## config.mk

```make
export PLATFORM = sky130hd
export DESIGN_NAME = xksd_skid
export DESIGN_NICKNAME = d
export VERILOG_FILES = /design/src/rtl/core/xksd_pkg.sv /design/src/rtl/core/xksd_skid.sv
export SDC_FILE = /design/constraint.sdc
export NUM_CORES = 1
export LEC_CHECK = 0
export ABC_CLOCK_PERIOD_IN_PS = 2900
export BUFFER_PORTS_ARGS = -buffer_cell sky130_fd_sc_hd__buf_2
export CELL_PAD_IN_SITES_DETAIL_PLACEMENT = 1
export CELL_PAD_IN_SITES_GLOBAL_PLACEMENT = 1
export CORE_MARGIN = 2
export CORE_UTILIZATION = 35
export DETAILED_ROUTE_END_ITERATION = 10
export PLACE_DENSITY_LB_ADDON = 0.1
export SLEW_MARGIN = 15
export SYNTH_ARGS = -nofsm -noshare
export SYNTH_HDL_FRONTEND = slang
export SYNTH_SLANG_ARGS = --single-unit
```

## constraint.sdc

```tcl
create_clock -name clock -period 2.9 [get_ports clock]
set_input_delay 0.58 -clock clock [delete_from_list [all_inputs] [get_ports clock]]
set_output_delay 0.58 -clock clock [all_outputs]
set_load 0.03 [all_outputs]
```

## src/rtl/core/xksd_pkg.sv

```systemverilog
// Shared constants and types of the XOR key stream decrypter.
`default_nettype none
package xksd_pkg;

   localparam int DATA_W           = 8;
   localparam int STATUS_W         = 2;
   localparam int LEN_W            = 6;
   localparam int WORD_W           = 64;
   localparam int PASS_WORDS       = 4;
   localparam int PASS_BYTES       = PASS_WORDS * WORD_W / DATA_W;
   localparam int PASS_IDX_W       = $clog2(PASS_BYTES);
   localparam int CHECK_WORD_BYTES = 8;
   localparam int CHECK_WORDS      = 3;
   localparam int CHECK_BYTES      = CHECK_WORDS * CHECK_WORD_BYTES;
   localparam int CHK_IDX_W        = $clog2(CHECK_BYTES);
   localparam int BYTE_SEL_W       = $clog2(CHECK_WORD_BYTES);
   localparam int HALF_W           = WORD_W / 2;
   localparam int DEF_MAX_KEY_BYTES = 32;

   localparam int CSR_IDX_W  = 3;

   // Register indexes on the configuration port.
   localparam logic [CSR_IDX_W-1:0] REG_KEY_LENGTH = 3'd0;
   localparam logic [CSR_IDX_W-1:0] REG_PASS_WORD0 = 3'd1;
   localparam logic [CSR_IDX_W-1:0] REG_PASS_WORD1 = 3'd2;
   localparam logic [CSR_IDX_W-1:0] REG_PASS_WORD2 = 3'd3;
   localparam logic [CSR_IDX_W-1:0] REG_PASS_WORD3 = 3'd4;

   // Result status codes.
   localparam logic [STATUS_W-1:0] ST_OK    = 2'd0;
   localparam logic [STATUS_W-1:0] ST_SHORT = 2'd1;
   localparam logic [STATUS_W-1:0] ST_FAIL  = 2'd2;

   // Check word selectors.
   localparam logic [1:0] WORD_A = 2'd0;
   localparam logic [1:0] WORD_B = 2'd1;
   localparam logic [1:0] WORD_C = 2'd2;

   typedef struct packed {
      logic [DATA_W-1:0]   plain_byte;
      logic [STATUS_W-1:0] status;
      logic                end_of_run;
   } rsp_type;

endpackage
`default_nettype wire

```

## src/rtl/core/xksd_skid.sv

```systemverilog
// Result register with a skid entry, so the input side never waits on rsp_tready directly.
`default_nettype none
module xksd_skid (
   input  wire logic              clock,
   input  wire logic              reset,
   input  wire logic              push,
   input  wire xksd_pkg::rsp_type push_data,
   output logic                   in_ready,
   output logic                   out_valid,
   output xksd_pkg::rsp_type      out_data,
   input  wire logic              out_ready
);

   logic              main_valid_ff, main_valid_in;
   logic              skid_valid_ff, skid_valid_in;
   xksd_pkg::rsp_type main_ff, main_in;
   xksd_pkg::rsp_type skid_ff, skid_in;
   logic              pop;

   assign pop = main_valid_ff && out_ready;

   always_comb begin
      main_valid_in = main_valid_ff;
      skid_valid_in = skid_valid_ff;
      main_in       = main_ff;
      skid_in       = skid_ff;
      if (skid_valid_ff) begin
         if (pop) begin
            main_in       = skid_ff;
            skid_valid_in = 1'b0;
         end
      end else if (push) begin
         if (!main_valid_ff || pop) begin
            main_in       = push_data;
            main_valid_in = 1'b1;
         end else begin
            skid_in       = push_data;
            skid_valid_in = 1'b1;
         end
      end else if (pop) begin
         main_valid_in = 1'b0;
      end
   end

   always_ff @(posedge clock) begin
      main_ff <= main_in;
      skid_ff <= skid_in;
   end

   always_ff @(posedge clock) begin
      if (reset) begin
         main_valid_ff <= 1'b0;
         skid_valid_ff <= 1'b0;
      end else begin
         main_valid_ff <= main_valid_in;
         skid_valid_ff <= skid_valid_in;
      end
   end

   assign in_ready  = !skid_valid_ff;
   assign out_valid = main_valid_ff;
   assign out_data  = main_ff;

endmodule
`default_nettype wire
```

==> impl_metrics.toml, run 1 <==
[outcome]
status = "complete, no violations"

[clocking]
cts-root-buf = "clkbuf_4"
postCtsSetupBuffers = 0
cts-resized-gates = 0
clk_latency_ns = 0.30
tritoncts = "built"
numClockSinks = 24
cts_max_path_buffers = 2
cts.clk_slew.worst_paths_ns = 0.13
h-tree-depth = 1
holdBufCountCts = 0
cts_buffers = 3

[timing]
post-route-min-period_ns = 1.76
max_freq_mhz = 567
period_share_pct = 60.8
finalHoldViolCount = 0
rsz0062_at_grt = "no"
whs_ns = 0.453
maxSlewViolCount = 0
fin_ws_ns = 1.14
fin_skew_ns = 0.00159
worst_pin_slew_ns = 0.462
setup_viol_count_final = 0
maxSlewHeadroom_pct = 69.2
fin_tns_setup_ns = 0

[global_routing]
grt_antenna_before_repair = 0
grt_pass1_wl_mm = 2.48
grt_max_degree = 14
grt_usage_pct = 10.4
overflow = 0
grt_pass1_vias = 514

[logic_synthesis]
ys_warn_count = 0
yosys.area.top_type = "edfxtp_1"
synth_top_area_share_pct = 68.8
synthTopCellsByArea = "edfxtp_1 (69%), mux2_4 (11%), mux2_2 (4.7%)"
seq_area_frac_synth_pct = 72.9
synth.distinct_cells = 14
synth_nets = 63
syn_inst = 48
synth_seq_cells = 24
netlist_area_um2 = 961
syn_avg_cell_area_um2 = 20.0

[final_layout]
finish.instance_area_um2 = 1140
area_delta_synth_final_pct = 19.0
finalNetCount = 95
diodes = 0
fin_util_pct = 44.9
layout-drive-gt1-share_pct = 57.0
stdcell_count = 109
seq_area_um2 = 701
multi_input_area_um2 = 218
fillers = 271

[route]
drt_iter0_drc = 2
via_per_inst = 4.64
wl_mm = 1.52
dr_total_vias = 506
drc = 0
routedWlPerCell_um = 13.9
postRouteAntennaNets = 0
firstDrtPassIters = 3

[placement]
hpwl_mm = 1.15
portBuffers = 27
post-place-ws_ns = 1.24
place_congestion = 0.640
place_area_um2 = 1120
dp.cells = 105

[critical_path]
startpoint_type = "flip-flop"
worst_ep_required_time_ns = 2.32
criticalPathCategory = "reg -> out"
crit_fanout = 9
worst_setup_path_end_kind = "output pin"
arrival_ns = 1.18

[floorplan]
die_x_um = 56.4
die_height_um = 56.4
fp-row-count = 18
start_util_pct = 37.8
die_area_um2 = 3180
io_pins = 28
core_um2 = 2540

[power]
leakagePower_nw = 0.448
seq_power_share_pct = 62.1
clkPwrFrac_pct = 22.6
comb_power_share_pct = 15.3
switchingPower_mw = 0.165
power.total_mw = 0.662
cellPowerDensity_nw_per_um2 = 579
peakVddDrop_mv = 0.294
p_int_mw = 0.497
swShare_pct = 24.9

[flow_run]
cap_violations = 0

[worst_hold_path]
worstHoldPathType = "in -> reg"
[final timing paths]
kind / start / endpoint / slack, ns / cells past startpoint
min: push_data[2] / skid_ff[2] / 0.45 / 1
max: skid_valid_ff / in_ready / 1.14 / 2
min reg2reg: skid_ff[6] / out_data[6] / 0.56 / 1
max reg2reg: skid_valid_ff / out_data[5] / 1.44 / 2
[worst max-delay path, stage by stage, from the launching register on]
cell and delay, ns:
dfxtp_1 0.59, inv_1 0.09, buf_2 0.19
[cells in the final DEF (no fill, tap or decap)]
master    count
buf_2        27
edfxtp_1     22
mux2_4        7
mux2_2        4
inv_1         3
clkbuf_4      3
a21oi_1       2
dfxtp_1       2
buf_4         2
mux2i_1       1
and4_1        1
and2b_2       1
nand2b_1      1
o32ai_2       1
a211oi_1      1
clkbuf_1      1
[registers in the layout, summed over array words and instances (netlist names)]
register and count:
out_data 11, skid_ff 11, skid_valid_ff 1, out_valid 1
[cell type report]
class / instances / share of cell area, %
sequential: 24 / 61.3
inverter: 3 / 0.985
timing repair buffer: 29 / 13.1
tap: 30 / 3.28
clock buffer: 4 / 2.30
multi-input combinational: 19 / 19.0
[cell families (layout without fill, tap and decap cells)]
kind of cell           Yosys count  after routing  synth area share [%]
DFF                             24             24                  72.9
AOI/OAI and AO/OA                4              4                  3.52
buffers and inverters            5             36                  4.43
muxes                           12             12                  16.7
and+or+nand+nor                  3              3                  2.47
[power groups by stage]
stage | clock network (mW) | registers [mW] | logic, mW
global placement | 0 | 0.419 | 0.102
detailed placement | 0 | 0.419 | 0.103
global route | 0.169 | 0.413 | 0.109
finish | 0.150 | 0.411 | 0.101
CTS | 0.157 | 0.412 | 0.104
floorplan | 0 | 0.447 | 0.0432
[metal layers]
layer	vias to the layer above	track usage, %	part of all wire [%]
met4	0	4.08	0
li1	245	-	-
met3	0	2.07	5.5
met5	-	0	0
met1	244	13.5	44
met2	17	17.1	50
[synth_stat cells]
| cell type | instances |
|---|---|
| nand2b_1 | 1 |
| inv_1 | 3 |
| and4_1 | 1 |
| o32ai_2 | 1 |
| a21oi_1 | 2 |
| buf_6 | 1 |
| buf_12 | 1 |
| dfxtp_1 | 2 |
| and2b_2 | 1 |
| edfxtp_1 | 22 |
| mux2i_1 | 1 |
| mux2_4 | 7 |
| a211oi_1 | 1 |
| mux2_2 | 4 |
(Power assumes the default switching activity.)
==> inputs of run 2 (changes only) <==
- ABC_CLOCK_PERIOD_IN_PS: 2900 -> 1600
- clock period: 2.9 -> 1.6 ns (I/O delays scaled with it)
==> run 2 against run 1 <==
Clock skew is 0.011 ns higher. Via count is 0.20% higher. Cell count is 0.92% higher. Sequential power is 81% higher. Highest routed layer unchanged. Critical path depth stayed put. Largest power group unchanged. Core utilization is 1.5 points higher. Largest cell class unchanged. Flip-flop and latch count stayed put. Die area stayed put. Worst setup slack worse by 0.95 ns. Sequential share of layout area is 1.9 points lower.
==> impl_metrics.toml, run 2 (synthesis results as in run 1) <==
[floorplan]
die_height_um = 56.4
fp-row-count = 18
io_pins = 28
die_x_um = 56.4
die_area_um2 = 3180
start_util_pct = 37.8
core_um2 = 2540

[power]
peakVddDrop_mv = 0.517
switchingPower_mw = 0.305
seq_power_share_pct = 54.6
cellPowerDensity_nw_per_um2 = 1150
swShare_pct = 22.4
clkPwrFrac_pct = 31.6
comb_power_share_pct = 13.8
power.total_mw = 1.36
leakagePower_nw = 0.467
p_int_mw = 1.06

[timing]
whs_ns = 0.193
fin_tns_setup_ns = 0
setup_viol_count_final = 0
period_share_pct = 88.2
rsz0062_at_grt = "no"
maxSlewViolCount = 0
fin_skew_ns = 0.0124
finalHoldViolCount = 0
worst_pin_slew_ns = 0.284
post-route-min-period_ns = 1.41
maxSlewHeadroom_pct = 81.0
max_freq_mhz = 709

[final_layout]
diodes = 0
area_delta_synth_final_pct = 22.9
final_cell_mix = "buf_2 (27), edfxtp_1 (22), mux2_4 (7), mux2_2 (4)"
layout-drive-gt1-share_pct = 60.0
fillers = 268
finish.instance_area_um2 = 1180
finalNetCount = 96
layout_commonest_cell = "buf_2"
stdcell_count = 110

[route]
postRouteAntennaNets = 0
firstDrtPassIters = 1
via_per_inst = 4.61
wl_mm = 1.59
dr_total_vias = 507
routedWlPerCell_um = 14.5
drt_iter0_drc = 0
drc = 0

[worst_hold_path]
hold_depth = 1
worstHoldPathType = "in -> reg"

[placement]
dp.cells = 106
place_area_um2 = 1130
place_congestion = 0.664
portBuffers = 27

[clocking]
clk_latency_ns = 0.31
cts.clk_slew.worst_paths_ns = 0.14
tritoncts = "built"
cts-resized-gates = 0
postCtsSetupBuffers = 0
h-tree-depth = 1
holdBufCountCts = 0
cts-root-buf = "clkbuf_4"
cts_buffers = 3
cts_max_path_buffers = 2
numClockSinks = 24

[critical_path]
arrival_ns = 1.09
rr_worst_depth = 2
worst_setup_path_end_kind = "output pin"
crit_fanout = 6
worst_ep_required_time_ns = 1.28
startpoint_type = "flip-flop"
criticalPathCategory = "reg -> out"

[global_routing]
grt_pass1_vias = 548
grt_usage_pct = 10.3
grt_antenna_before_repair = 0
overflow = 0
grt_pass1_wl_mm = 2.51
grt_max_degree = 15

[flow_run]
cap_violations = 0

[outcome]
status = "complete, no violations"
run 2: per-stage QoR:
| stage | worst slack [ns] | utilization [%] |
|---|---|---|
| 2_1_floorplan | 0.133 | - |
| 4_1_cts | 0.163 | 46.4 |
| 3_3_place_gp | 0.267 | 44.3 |
| 5_1_grt | 0.127 | 46.4 |
| 3_5_place_dp | 0.235 | 44.3 |
| 6_report | 0.189 | 46.4 |
run 2: worst paths after layout:
path	from	endpoint	slack [ns]
hold reg to reg	skid_ff[10]	out_data[10]	0.56
hold / removal	push_data[9]	skid_ff[9]	0.19
setup reg to reg	skid_valid_ff	out_data[4]	0.23
setup / recovery	skid_valid_ff	in_ready	0.19
run 2: power groups by stage:
| stage | registers, mW | clock network, mW | logic (mW) |
|---|---|---|---|
| after floorplan | 0.811 | 0 | 0.0795 |
| after global placement | 0.757 | 0 | 0.189 |
| after detailed placement | 0.760 | 0 | 0.191 |
| after CTS | 0.746 | 0.447 | 0.192 |
| after global routing | 0.749 | 0.464 | 0.199 |
| final | 0.745 | 0.430 | 0.188 |
run 2: area by class of cell:
class	count	area (um^2)	area share [%]
inverters	3	11.3	0.953
repair buffers	30	158	13.3
clock inverters	1	30.0	2.54
well taps	30	37.5	3.18
flip-flops and latches	24	701	59.3
multi-input cells	19	221	18.8
clock buffers	3	22.5	1.91
run 2: worst max-delay path, cell delays in order (launching register included):
cell and delay, ns:
dfxtp_1 0.50, inv_1 0.10, buf_2 0.19
run 2: metal layers:
layer | wire length (um) | GRT usage [%] | up-vias
li1 | - | - | 249
met1 | 647 | 12.0 | 242
met2 | 865 | 19.3 | 16
met3 | 79 | 2.30 | 0
met4 | 0 | 2.04 | 0
met5 | 0 | 0 | -
==> inputs of run 3 (changes only) <==
- BUFFER_PORTS_ARGS: -buffer_cell sky130_fd_sc_hd__buf_2 -> -buffer_cell sky130_fd_sc_hd__buf_4
==> run 3 against run 2 <==
Critical endpoint is now out_valid. Flip-flop and latch count is the same. Register-to-register slack gained 0.12 ns. Count of clock-buffer cells in the layout unchanged. Critical path type unchanged.
==> impl_metrics.toml, run 3 (synthesis results as in run 1) <==
[final_layout]
layout_commonest_cell = "buf_4"
finish.instance_area_um2 = 1230
area_delta_synth_final_pct = 28.0
stdcell_count = 111
layout-drive-gt1-share_pct = 59.3
final_cell_mix = "buf_4 (31), edfxtp_1 (22), mux2_4 (7), mux2_2 (4)"
diodes = 0
fin_util_pct = 48.3
finalNetCount = 97

[floorplan]
io_pins = 28
start_util_pct = 37.8
fp-row-count = 18
core_um2 = 2540
die_x_um = 56.4
die_area_um2 = 3180
die_height_um = 56.4

[power]
leakagePower_nw = 0.483
clkPwrFrac_pct = 22.1
seq_power_share_pct = 60.4
peakVddDrop_mv = 0.469
comb_power_share_pct = 17.5
swShare_pct = 25.0
power.total_mw = 1.23
switchingPower_mw = 0.308
p_int_mw = 0.923
cellPowerDensity_nw_per_um2 = 1000

[global_routing]
grt_pass1_wl_mm = 2.55
grt_antenna_before_repair = 0
grt_usage_pct = 10.6
grt_pass1_vias = 555
overflow = 0
grt_max_degree = 14

[placement]
post-place-ws_ns = 0.305
portBuffers = 27
dp.cells = 107
place_congestion = 0.684
place_area_um2 = 1200

[route]
wl_mm = 1.54
firstDrtPassIters = 4
routedWlPerCell_um = 13.9
drt_iter0_drc = 6
via_per_inst = 4.63
drc = 0
dr_total_vias = 514
postRouteAntennaNets = 0

[timing]
max_freq_mhz = 766
finalHoldViolCount = 0
fin_tns_setup_ns = 0
maxSlewViolCount = 0
maxSlewHeadroom_pct = 84.7
period_share_pct = 81.6
post-route-min-period_ns = 1.31
rsz0062_at_grt = "no"
whs_ns = 0.174
fin_skew_ns = 0.00337
worst_pin_slew_ns = 0.230
fin_ws_ns = 0.294
setup_viol_count_final = 0

[critical_path]
startpoint_type = "flip-flop"
crit_fanout = 7
criticalPathCategory = "reg -> out"
arrival_ns = 0.99
worst_ep_required_time_ns = 1.28
critical_path.top_delay_family = "flip-flops"
r2r_end = "skid_ff[8]"
worst_setup_path_end_kind = "output pin"
crit_path_max_incr_delay_ns = 0.47
r2r-start = "out_valid"
reg2reg_slack_ns = 0.35
slowest_stage = "dfxtp_1"
rr_worst_depth = 2
crit_buf_inv = 1
crit_chain = "buf_4"

[worst_hold_path]
hold_depth = 2
holdPathEnd = "skid_valid_ff"
hold_path_startpoint = "reset"
worstHoldPathType = "in -> reg"

[clocking]
numClockSinks = 24
cts.clk_slew.worst_paths_ns = 0.13
clk_latency_ns = 0.31
cts_max_path_buffers = 2
cts-resized-gates = 0
h-tree-depth = 1
cts-root-buf = "clkbuf_4"
tritoncts = "built"
holdBufCountCts = 0
cts_buffers = 3
postCtsSetupBuffers = 0

[outcome]
status = "complete, no violations"

[flow_run]
cap_violations = 0
run 3: cell count changes in the layout (fill, tap and decap cells not counted):
cell | before | now
clkinv_1 | 0 | 1
bufinv_16 | 1 | 0
buf_2 | 27 | 0
buf_4 | 3 | 31
run 3: layout make-up:
| class | instances | area (um^2) |
|---|---|---|
| well taps | 30 | 37.5 |
| clock inverters | 1 | 3.75 |
| multi-input cells | 19 | 221 |
| flip-flops and latches | 24 | 701 |
| inverters | 3 | 11.3 |
| repair buffers | 31 | 233 |
| clock buffers | 3 | 22.5 |
| fillers | 280 | 1320 |
run 3: power by group through the flow:
stage / combinational (mW) / clock [mW] / sequential [mW]
after global placement: 0.217 / 0 / 0.757
final: 0.216 / 0.272 / 0.743
after floorplan: 0.0795 / 0 / 0.811
after global routing: 0.230 / 0.305 / 0.749
after detailed placement: 0.220 / 0 / 0.758
after CTS: 0.220 / 0.282 / 0.744
run 3: worst max-delay path by stage:
stage | start | endpoint | slack, ns | cells after the start
after global routing | out_valid | out_valid | 0.22 | 1
after floorplan | out_valid | out_data[0] | 0.13 | 2
after CTS | out_valid | out_valid | 0.27 | 1
final | out_valid | out_valid | 0.29 | 1
after detailed placement | out_ready | skid_ff[8] | 0.31 | 4
after global placement | out_ready | skid_ff[7] | 0.31 | 4
run 3: routing by layer:
metal / part of all wire [%] / track usage, % / vias to the layer above
li1: - / - / 249
met5: 0 / 0 / -
met1: 42 / 12.8 / 249
met4: 0 / 4.08 / 0
met2: 53 / 18.5 / 16
met3: 5.0 / 2.07 / 0
